==> src/rtl/dq_pkg.sv <==
// shared constants, types and ring pointer helpers for the double-ended queue
package dq_pkg;

	localparam int DEPTH    = 16;
	localparam int WORD_W   = 32;
	localparam int IDX_W    = $clog2(DEPTH);
	localparam int CNT_W    = $clog2(DEPTH + 1);
	localparam int KIND_W   = 3;
	localparam int STATUS_W = 2;

	localparam logic [KIND_W-1:0] KIND_PUSH_FRONT = 3'd0;
	localparam logic [KIND_W-1:0] KIND_PUSH_REAR  = 3'd1;
	localparam logic [KIND_W-1:0] KIND_POP_FRONT  = 3'd2;
	localparam logic [KIND_W-1:0] KIND_POP_REAR   = 3'd3;
	localparam logic [KIND_W-1:0] KIND_DUMP       = 3'd4;

	localparam logic [STATUS_W-1:0] STATUS_OK    = 2'd0;
	localparam logic [STATUS_W-1:0] STATUS_EMPTY = 2'd1;
	localparam logic [STATUS_W-1:0] STATUS_FULL  = 2'd2;

	typedef struct packed {
		logic push_front;
		logic push_rear;
		logic pop_front;
		logic pop_rear;
		logic dump_start;
		logic dump_step;
		logic reject_full;
		logic reject_empty;
	} cmd_t;

	typedef struct packed {
		logic full;
		logic empty;
		logic single;
		logic dump_last;
	} sts_t;

	function automatic logic [IDX_W-1:0] ring_add(input logic [IDX_W-1:0] pos,
			input logic [CNT_W-1:0] off);
		logic [CNT_W:0] sum;
		sum = {{(CNT_W + 1 - IDX_W){1'b0}}, pos} + {1'b0, off};
		if (sum >= (CNT_W + 1)'(DEPTH)) begin
			sum = sum - (CNT_W + 1)'(DEPTH);
		end
		return sum[IDX_W-1:0];
	endfunction

	function automatic logic [IDX_W-1:0] ring_dec(input logic [IDX_W-1:0] pos);
		logic [IDX_W-1:0] r;
		if (pos == '0) begin
			r = IDX_W'(DEPTH - 1);
		end else begin
			r = pos - 1'b1;
		end
		return r;
	endfunction

endpackage

==> src/rtl/dq_ram.sv <==
// generic single write port ram with registered read
module dq_ram #(
	parameter int WIDTH = 32,
	parameter int DEPTH = 16
) (
	input  logic                     clk,
	input  logic                     we,
	input  logic [$clog2(DEPTH)-1:0] waddr,
	input  logic [WIDTH-1:0]         wdata,
	input  logic                     re,
	input  logic [$clog2(DEPTH)-1:0] raddr,
	output logic [WIDTH-1:0]         rdata
);

	logic [WIDTH-1:0] mem_q [DEPTH];

	always_ff @(posedge clk) begin
		if (we) begin
			mem_q[waddr] <= wdata;
		end
		if (re) begin
			rdata <= mem_q[raddr];
		end
	end

endmodule

==> src/rtl/dq_ctrl.sv <==
// request decode and dump sequencing state machine
module dq_ctrl (
	input  logic                      clk,
	input  logic                      arst_n,
	input  logic                      start,
	input  logic [dq_pkg::KIND_W-1:0] kind,
	input  dq_pkg::sts_t              sts,
	output dq_pkg::cmd_t              cmd,
	output logic                      busy
);

	localparam logic ST_IDLE = 1'b0;
	localparam logic ST_DUMP = 1'b1;

	logic state_q;
	logic state_d;

	always_comb begin
		cmd = '0;
		state_d = state_q;
		case (state_q)
			ST_IDLE: begin
				if (start) begin
					case (kind)
						dq_pkg::KIND_PUSH_FRONT: begin
							if (sts.full) cmd.reject_full = 1'b1;
							else cmd.push_front = 1'b1;
						end
						dq_pkg::KIND_PUSH_REAR: begin
							if (sts.full) cmd.reject_full = 1'b1;
							else cmd.push_rear = 1'b1;
						end
						dq_pkg::KIND_POP_FRONT: begin
							if (sts.empty) cmd.reject_empty = 1'b1;
							else cmd.pop_front = 1'b1;
						end
						dq_pkg::KIND_POP_REAR: begin
							if (sts.empty) cmd.reject_empty = 1'b1;
							else cmd.pop_rear = 1'b1;
						end
						dq_pkg::KIND_DUMP: begin
							if (sts.empty) begin
								cmd.reject_empty = 1'b1;
							end else begin
								cmd.dump_start = 1'b1;
								if (!sts.single) state_d = ST_DUMP;
							end
						end
						default: begin
							cmd = '0;
						end
					endcase
				end
			end
			ST_DUMP: begin
				cmd.dump_step = 1'b1;
				if (sts.dump_last) state_d = ST_IDLE;
			end
			default: begin
				state_d = ST_IDLE;
			end
		endcase
	end

	always_ff @(posedge clk or negedge arst_n) begin
		if (!arst_n) begin
			state_q <= ST_IDLE;
		end else begin
			state_q <= state_d;
		end
	end

	assign busy = (state_q != ST_IDLE);

endmodule

==> src/rtl/dq_dpath.sv <==
// ring store, front pointer, fill count and result registers
module dq_dpath (
	input  logic                               clk,
	input  logic                               arst_n,
	input  dq_pkg::cmd_t                       cmd,
	input  logic signed [dq_pkg::WORD_W-1:0]   value_in,
	output dq_pkg::sts_t                       sts,
	output logic                               valid,
	output logic signed [dq_pkg::WORD_W-1:0]   value_out,
	output logic [dq_pkg::STATUS_W-1:0]        status,
	output logic                               last
);

	logic [dq_pkg::IDX_W-1:0]    front_q;
	logic [dq_pkg::CNT_W-1:0]    count_q;
	logic [dq_pkg::IDX_W-1:0]    idx_q;
	logic                        valid_q;
	logic [dq_pkg::STATUS_W-1:0] status_q;
	logic                        last_q;
	logic                        from_ram_q;

	logic                        we;
	logic [dq_pkg::IDX_W-1:0]    waddr;
	logic                        re;
	logic [dq_pkg::IDX_W-1:0]    raddr;
	logic [dq_pkg::WORD_W-1:0]   rdata;
	logic [dq_pkg::IDX_W-1:0]    front_dec;
	logic [dq_pkg::CNT_W-1:0]    count_m1;

	assign front_dec = dq_pkg::ring_dec(front_q);
	assign count_m1  = count_q - 1'b1;

	assign sts.full      = (count_q == dq_pkg::CNT_W'(dq_pkg::DEPTH));
	assign sts.empty     = (count_q == '0);
	assign sts.single    = (count_q == dq_pkg::CNT_W'(1));
	assign sts.dump_last = (dq_pkg::CNT_W'(idx_q) == count_m1);

	always_comb begin
		we = cmd.push_front | cmd.push_rear;
		if (cmd.push_front) waddr = front_dec;
		else waddr = dq_pkg::ring_add(front_q, count_q);
		re = cmd.pop_front | cmd.pop_rear | cmd.dump_start | cmd.dump_step;
		if (cmd.pop_rear) raddr = dq_pkg::ring_add(front_q, count_m1);
		else if (cmd.dump_step) raddr = dq_pkg::ring_add(front_q, dq_pkg::CNT_W'(idx_q));
		else raddr = front_q;
	end

	dq_ram #(
		.WIDTH(dq_pkg::WORD_W),
		.DEPTH(dq_pkg::DEPTH)
	) u_ram (
		.clk  (clk),
		.we   (we),
		.waddr(waddr),
		.wdata(value_in),
		.re   (re),
		.raddr(raddr),
		.rdata(rdata)
	);

	always_ff @(posedge clk or negedge arst_n) begin
		if (!arst_n) begin
			front_q    <= '0;
			count_q    <= '0;
			idx_q      <= '0;
			valid_q    <= 1'b0;
			status_q   <= dq_pkg::STATUS_OK;
			last_q     <= 1'b0;
			from_ram_q <= 1'b0;
		end else begin
			if (cmd.push_front) front_q <= front_dec;
			else if (cmd.pop_front) front_q <= dq_pkg::ring_add(front_q, dq_pkg::CNT_W'(1));
			if (cmd.push_front || cmd.push_rear) count_q <= count_q + 1'b1;
			else if (cmd.pop_front || cmd.pop_rear) count_q <= count_m1;
			if (cmd.dump_start) idx_q <= dq_pkg::IDX_W'(1);
			else if (cmd.dump_step) idx_q <= idx_q + 1'b1;

			if (cmd.push_front || cmd.push_rear) begin
				valid_q    <= 1'b1;
				status_q   <= dq_pkg::STATUS_OK;
				last_q     <= 1'b1;
				from_ram_q <= 1'b0;
			end else if (cmd.reject_full) begin
				valid_q    <= 1'b1;
				status_q   <= dq_pkg::STATUS_FULL;
				last_q     <= 1'b1;
				from_ram_q <= 1'b0;
			end else if (cmd.reject_empty) begin
				valid_q    <= 1'b1;
				status_q   <= dq_pkg::STATUS_EMPTY;
				last_q     <= 1'b1;
				from_ram_q <= 1'b0;
			end else if (cmd.pop_front || cmd.pop_rear) begin
				valid_q    <= 1'b1;
				status_q   <= dq_pkg::STATUS_OK;
				last_q     <= 1'b1;
				from_ram_q <= 1'b1;
			end else if (cmd.dump_start) begin
				valid_q    <= 1'b1;
				status_q   <= dq_pkg::STATUS_OK;
				last_q     <= sts.single;
				from_ram_q <= 1'b1;
			end else if (cmd.dump_step) begin
				valid_q    <= 1'b1;
				status_q   <= dq_pkg::STATUS_OK;
				last_q     <= sts.dump_last;
				from_ram_q <= 1'b1;
			end else begin
				valid_q    <= 1'b0;
				from_ram_q <= 1'b0;
			end
		end
	end

	assign valid     = valid_q;
	assign status    = status_q;
	assign last      = last_q;
	assign value_out = from_ram_q ? rdata : '0;

`ifndef NO_ASSERTIONS
	a_count_bound: assert property (@(posedge clk) disable iff (!arst_n)
		count_q <= dq_pkg::CNT_W'(dq_pkg::DEPTH))
		else $error("fill count above depth");

	a_push_grows: assert property (@(posedge clk) disable iff (!arst_n)
		(cmd.push_front || cmd.push_rear) |=> count_q == $past(count_q) + 1'b1)
		else $error("push did not grow the fill count");

	a_pop_shrinks: assert property (@(posedge clk) disable iff (!arst_n)
		(cmd.pop_front || cmd.pop_rear) |=> count_q == $past(count_q) - 1'b1)
		else $error("pop did not shrink the fill count");

	a_read_emits: assert property (@(posedge clk) disable iff (!arst_n)
		re |=> valid_q && from_ram_q && status_q == dq_pkg::STATUS_OK)
		else $error("store read without an ok result");

	a_no_push_full: assert property (@(posedge clk) disable iff (!arst_n)
		(cmd.push_front || cmd.push_rear) |-> !sts.full)
		else $error("push into a full queue");
`endif

endmodule

==> src/rtl/double_ended_queue.sv <==
// top level of the bounded double-ended queue
// A request is taken when start is high and busy is low. Push front, push
// rear, pop front and pop rear keep busy low, and the single result appears
// with valid high in the cycle after the request. A dump reads the held
// entries from the ring store, one read per entry; when more than one is held,
// busy is high from the cycle after the request until the final read. Its results stream
// with valid high on consecutive cycles, front to rear, last marking the final
// one. Each result is on the ports for exactly one cycle and cannot be held
// off, so the receiver must take it when valid is high. Unused kind codes give
// no result and change nothing. No clearing pass follows reset.
module double_ended_queue (
	input  logic                               clk,
	input  logic                               arst_n,
	input  logic                               start,
	output logic                               busy,
	input  logic [dq_pkg::KIND_W-1:0]          kind,
	input  logic signed [dq_pkg::WORD_W-1:0]   value_in,
	output logic                               valid,
	output logic signed [dq_pkg::WORD_W-1:0]   value_out,
	output logic [dq_pkg::STATUS_W-1:0]        status,
	output logic                               last
);

	dq_pkg::cmd_t cmd;
	dq_pkg::sts_t sts;

	dq_ctrl u_ctrl (
		.clk   (clk),
		.arst_n(arst_n),
		.start (start),
		.kind  (kind),
		.sts   (sts),
		.cmd   (cmd),
		.busy  (busy)
	);

	dq_dpath u_dpath (
		.clk      (clk),
		.arst_n   (arst_n),
		.cmd      (cmd),
		.value_in (value_in),
		.sts      (sts),
		.valid    (valid),
		.value_out(value_out),
		.status   (status),
		.last     (last)
	);

endmodule
==> config.mk <==
export PLATFORM = sky130hd
export DESIGN_NAME = double_ended_queue
export DESIGN_NICKNAME = d
export VERILOG_FILES = /design/src/rtl/dq_pkg.sv /design/src/rtl/dq_ram.sv /design/src/rtl/dq_ctrl.sv /design/src/rtl/dq_dpath.sv /design/src/rtl/double_ended_queue.sv
export SDC_FILE = /design/constraint.sdc
export NUM_CORES = 1
export LEC_CHECK = 0
export ABC_AREA = 0
export BUFFER_PORTS_ARGS = -buffer_cell sky130_fd_sc_hd__buf_2
export CORE_ASPECT_RATIO = 1.5
export CORE_MARGIN = 2
export CORE_UTILIZATION = 35
export DETAILED_ROUTE_END_ITERATION = 12
export GPL_TIMING_DRIVEN = 1
export PLACE_DENSITY = 0.55
export SYNTH_ARGS = -nofsm -noshare
export SYNTH_HDL_FRONTEND = slang
export SYNTH_SLANG_ARGS = --single-unit
==> constraint.sdc <==
create_clock -name clk -period 4.7 [get_ports clk]
set_input_delay 0.47 -clock clk [delete_from_list [all_inputs] [get_ports clk]]
set_output_delay 0.47 -clock clk [all_outputs]
set_load 0.005 [all_outputs]
==> results.toml <==
[outcome]
status = "completed"

[sta]
worst_slew_pin_slew_ns = 1.19
fmax_mhz = 248
timing.final.hold_violations = 0
fin_tns_setup_ns = 0
relSlewSlack_pct = 20.7
clock_skew_ns = 0.0151
slew_viol_final = 0
period_minus_slack_ns = 4.03
whs_ns = 0.224
period_share_pct = 85.8
finalSetupViolCount = 0
grt_setup_unrepaired = "false"

[setup_path]
crit_required_ns = 5.15
cp-start-kind = "register"
crit_path_end_kind = "register"
cp_max_fo = 21
crit_start = "u_dpath.front_q[1]"
path_class = "register to register"
cp.arrival_ns = 4.49
worstReg2RegStart = "u_dpath.front_q[1]"

[route]
viasPerCell = 5.84
ant_nets = 0
dr.first_iter.drc_count = 1080
routedWlPerCell_um = 27.1
drc_errors = 0
drtPass1Iterations = 7
vias = 16300
finalWirelength_um = 75700

[clock_network]
clockBufferDepth = 3
cts_tree = "done"
cts_root_buf = "clkbuf_16"
clock-sinks = 563
clk_pin_slew_worst_paths_ns = 0.07
numCtsBuffers = 52
ctsResizeCount = 0
cts_max_level = 2
clk-insertion-delay-late_ns = 0.60

[synthesis]
synth_area_per_cell_sq_um = 16.4
synth_edf_count = 544
synthCells = 1669
ys.flop_type = "edfxtp_1"
synth.distinct_cells = 44
ys_warn_count = 0
synth_area_sq_mm = 0.0273
synthesis.nets = 1726
synth.ff_latch_count = 563
async_flop_share_pct = 3.37
synth-seq-area-share_pct = 61.5

[cells_and_area]
register_area_sq_mm = 0.0168
final_core_util_pct = 39.9
n_fill_cell = 6976
fin_nets = 1787
instances_no_fill = 2789
synthToLayoutAreaGrowth_pct = 13.0
multiInputGateArea_sq_mm = 0.00996
layout-drive-gt1-share_pct = 24.1

[place]
dp_hpwl_um = 41500
port-buffer-count = 74
gp_congestion = 0.792
placed_cells = 2691

[grt]
grt_pass1_wl_um = 112000
grtUsageMet2_pct = 33.1
grt_use_total_pct = 18.7
grt_pass1_vias = 17200
use_met1_pct = 23.0
antenna_found_initial = 7
grt_max_degree = 196
met3_usage_pct = 2.31
grt_busiest_layer = "met2"
grt_overflow = 0

[hold_path]
min_from = "start"
hold_path.class = "primary input to register"

[floorplan]
die_area_sq_mm = 0.0803
row_count = 125
die_w_um = 232
die_h_um = 346
start_util_pct = 35.3
ios = 75
core_sq_mm = 0.0774

[flow_run]
maxCapViolations = 0
[state kept, by name, summed over array words and instances, names as in the netlist]
signal               flops
u_dpath.u_ram.mem_q    512
u_dpath.u_ram.rdata     32
u_dpath.count_q          5
u_dpath.front_q          4
u_dpath.idx_q            4
u_dpath.status           2
u_ctrl.busy              1
u_dpath.from_ram_q       1
u_dpath.last             1
u_dpath.valid            1
[through the flow]
step | setup WS [ns] | area, sq um
after global routing | 0.429 | 30900
after CTS | 0.640 | 30900
final | 0.665 | 30900
after floorplan | 1.10 | 27300
after global placement | 0.672 | 29300
after detailed placement | 0.673 | 29300
[cells in the final DEF (no fill, tap or decap), drive strengths merged, types with 4 or more instances in the layout]
master,Yosys,layout
nand3,8,8
nor3,7,7
ha,16,16
a221oi,128,128
edfxtp,544,544
buf,74,144
mux4,128,128
mux2i,266,266
nand2b,4,4
clkinv,0,22
mux2,4,4
nand2,25,25
dfrtp,19,19
inv,12,12
a22o,69,69
clkbuf,64,71
o21ai,11,11
xor2,6,6
a21oi,143,143
nor4,4,4
xnor2,15,15
and2,32,32
nor2,61,61
[final cells by class]
type                            count  area share (%)
Antenna cell                        3          0.0243
Clock buffer                       71            4.58
Clock inverter                     23           0.446
Inverter                           12           0.146
Multi-Input combinational cell    956            32.3
Sequential cell                   563            54.5
Tap cell                         1016            4.12
Timing Repair Buffer              145            3.95
[Yosys cell counts, drive strengths merged, types with 4 or more instances]
library cell / n / share of area, %
dfrtp: 19 / 1.7
inv: 12 / 0.16
xor2: 6 / 0.19
nor3: 7 / 0.13
nand2b: 4 / 0.092
nor4: 4 / 0.15
and2: 32 / 0.73
nor2: 61 / 0.84
xnor2: 15 / 0.48
mux4: 128 / 11
a22o: 69 / 2.2
buf: 74 / 1.6
mux2i: 266 / 9.7
nand2: 25 / 0.34
nand3: 8 / 0.15
ha: 16 / 0.73
clkbuf: 64 / 0.88
a221oi: 128 / 5.4
o21ai: 11 / 0.20
edfxtp: 544 / 60
a21oi: 143 / 2.6
mux2: 4 / 0.18
[worst paths after layout]
kind	endpoint	slack [ns]	depth (start not counted)
setup / recovery	u_dpath.u_ram.rdata[15]	0.67	9
hold / removal	u_dpath.valid	0.22	3
setup reg to reg	u_dpath.u_ram.rdata[15]	0.67	9
hold reg to reg	u_dpath.status[0]	0.51	1
max in group asynchronous	u_dpath.from_ram_q	4.02	2
min in group asynchronous	u_dpath.front_q[3]	0.35	2
[per-layer routing]
metal | wire (um) | vias up
met2 | 39300 | 456
li1 | - | 7033
met1 | 30300 | 8657
met3 | 3220 | 140
met4 | 2730 | 4
met5 | 29 | -
[cell families (layout without fill, tap and decap cells)]
logic type | Yosys count | after routing | synth area share [%]
AO/OA/AOI/OAI | 366 | 366 | 10.9
multiplexers | 398 | 398 | 20.5
other | 0 | 3 | 0
buffers and inverters | 150 | 251 | 2.68
adder cells (fa/ha/maj) | 19 | 19 | 0.953
flip-flops | 563 | 563 | 61.5
XOR/XNOR | 21 | 21 | 0.673
AND/OR/NAND/NOR | 152 | 152 | 2.79
[worst max-delay path: stages, from the launching register on]
cell and delay (ns):
dfrtp_1 0.54, ha_1 0.30, a21o_1 0.18, a21oi_1 0.18
mux2i_1 0.65, mux2i_1 0.34, nand3_2 0.81, buf_4 0.52
a22o_1 0.23, nor2_1 0.12
[what timing repair did]
item / CTS / global route
hold buffers: 1 / 0
hold endpoints to repair: 19 / 0
setup buffers: 0 / 0
Power is not shown: default switching activity piles up to over one toggle a cycle in this logic, so the estimate is an artifact.
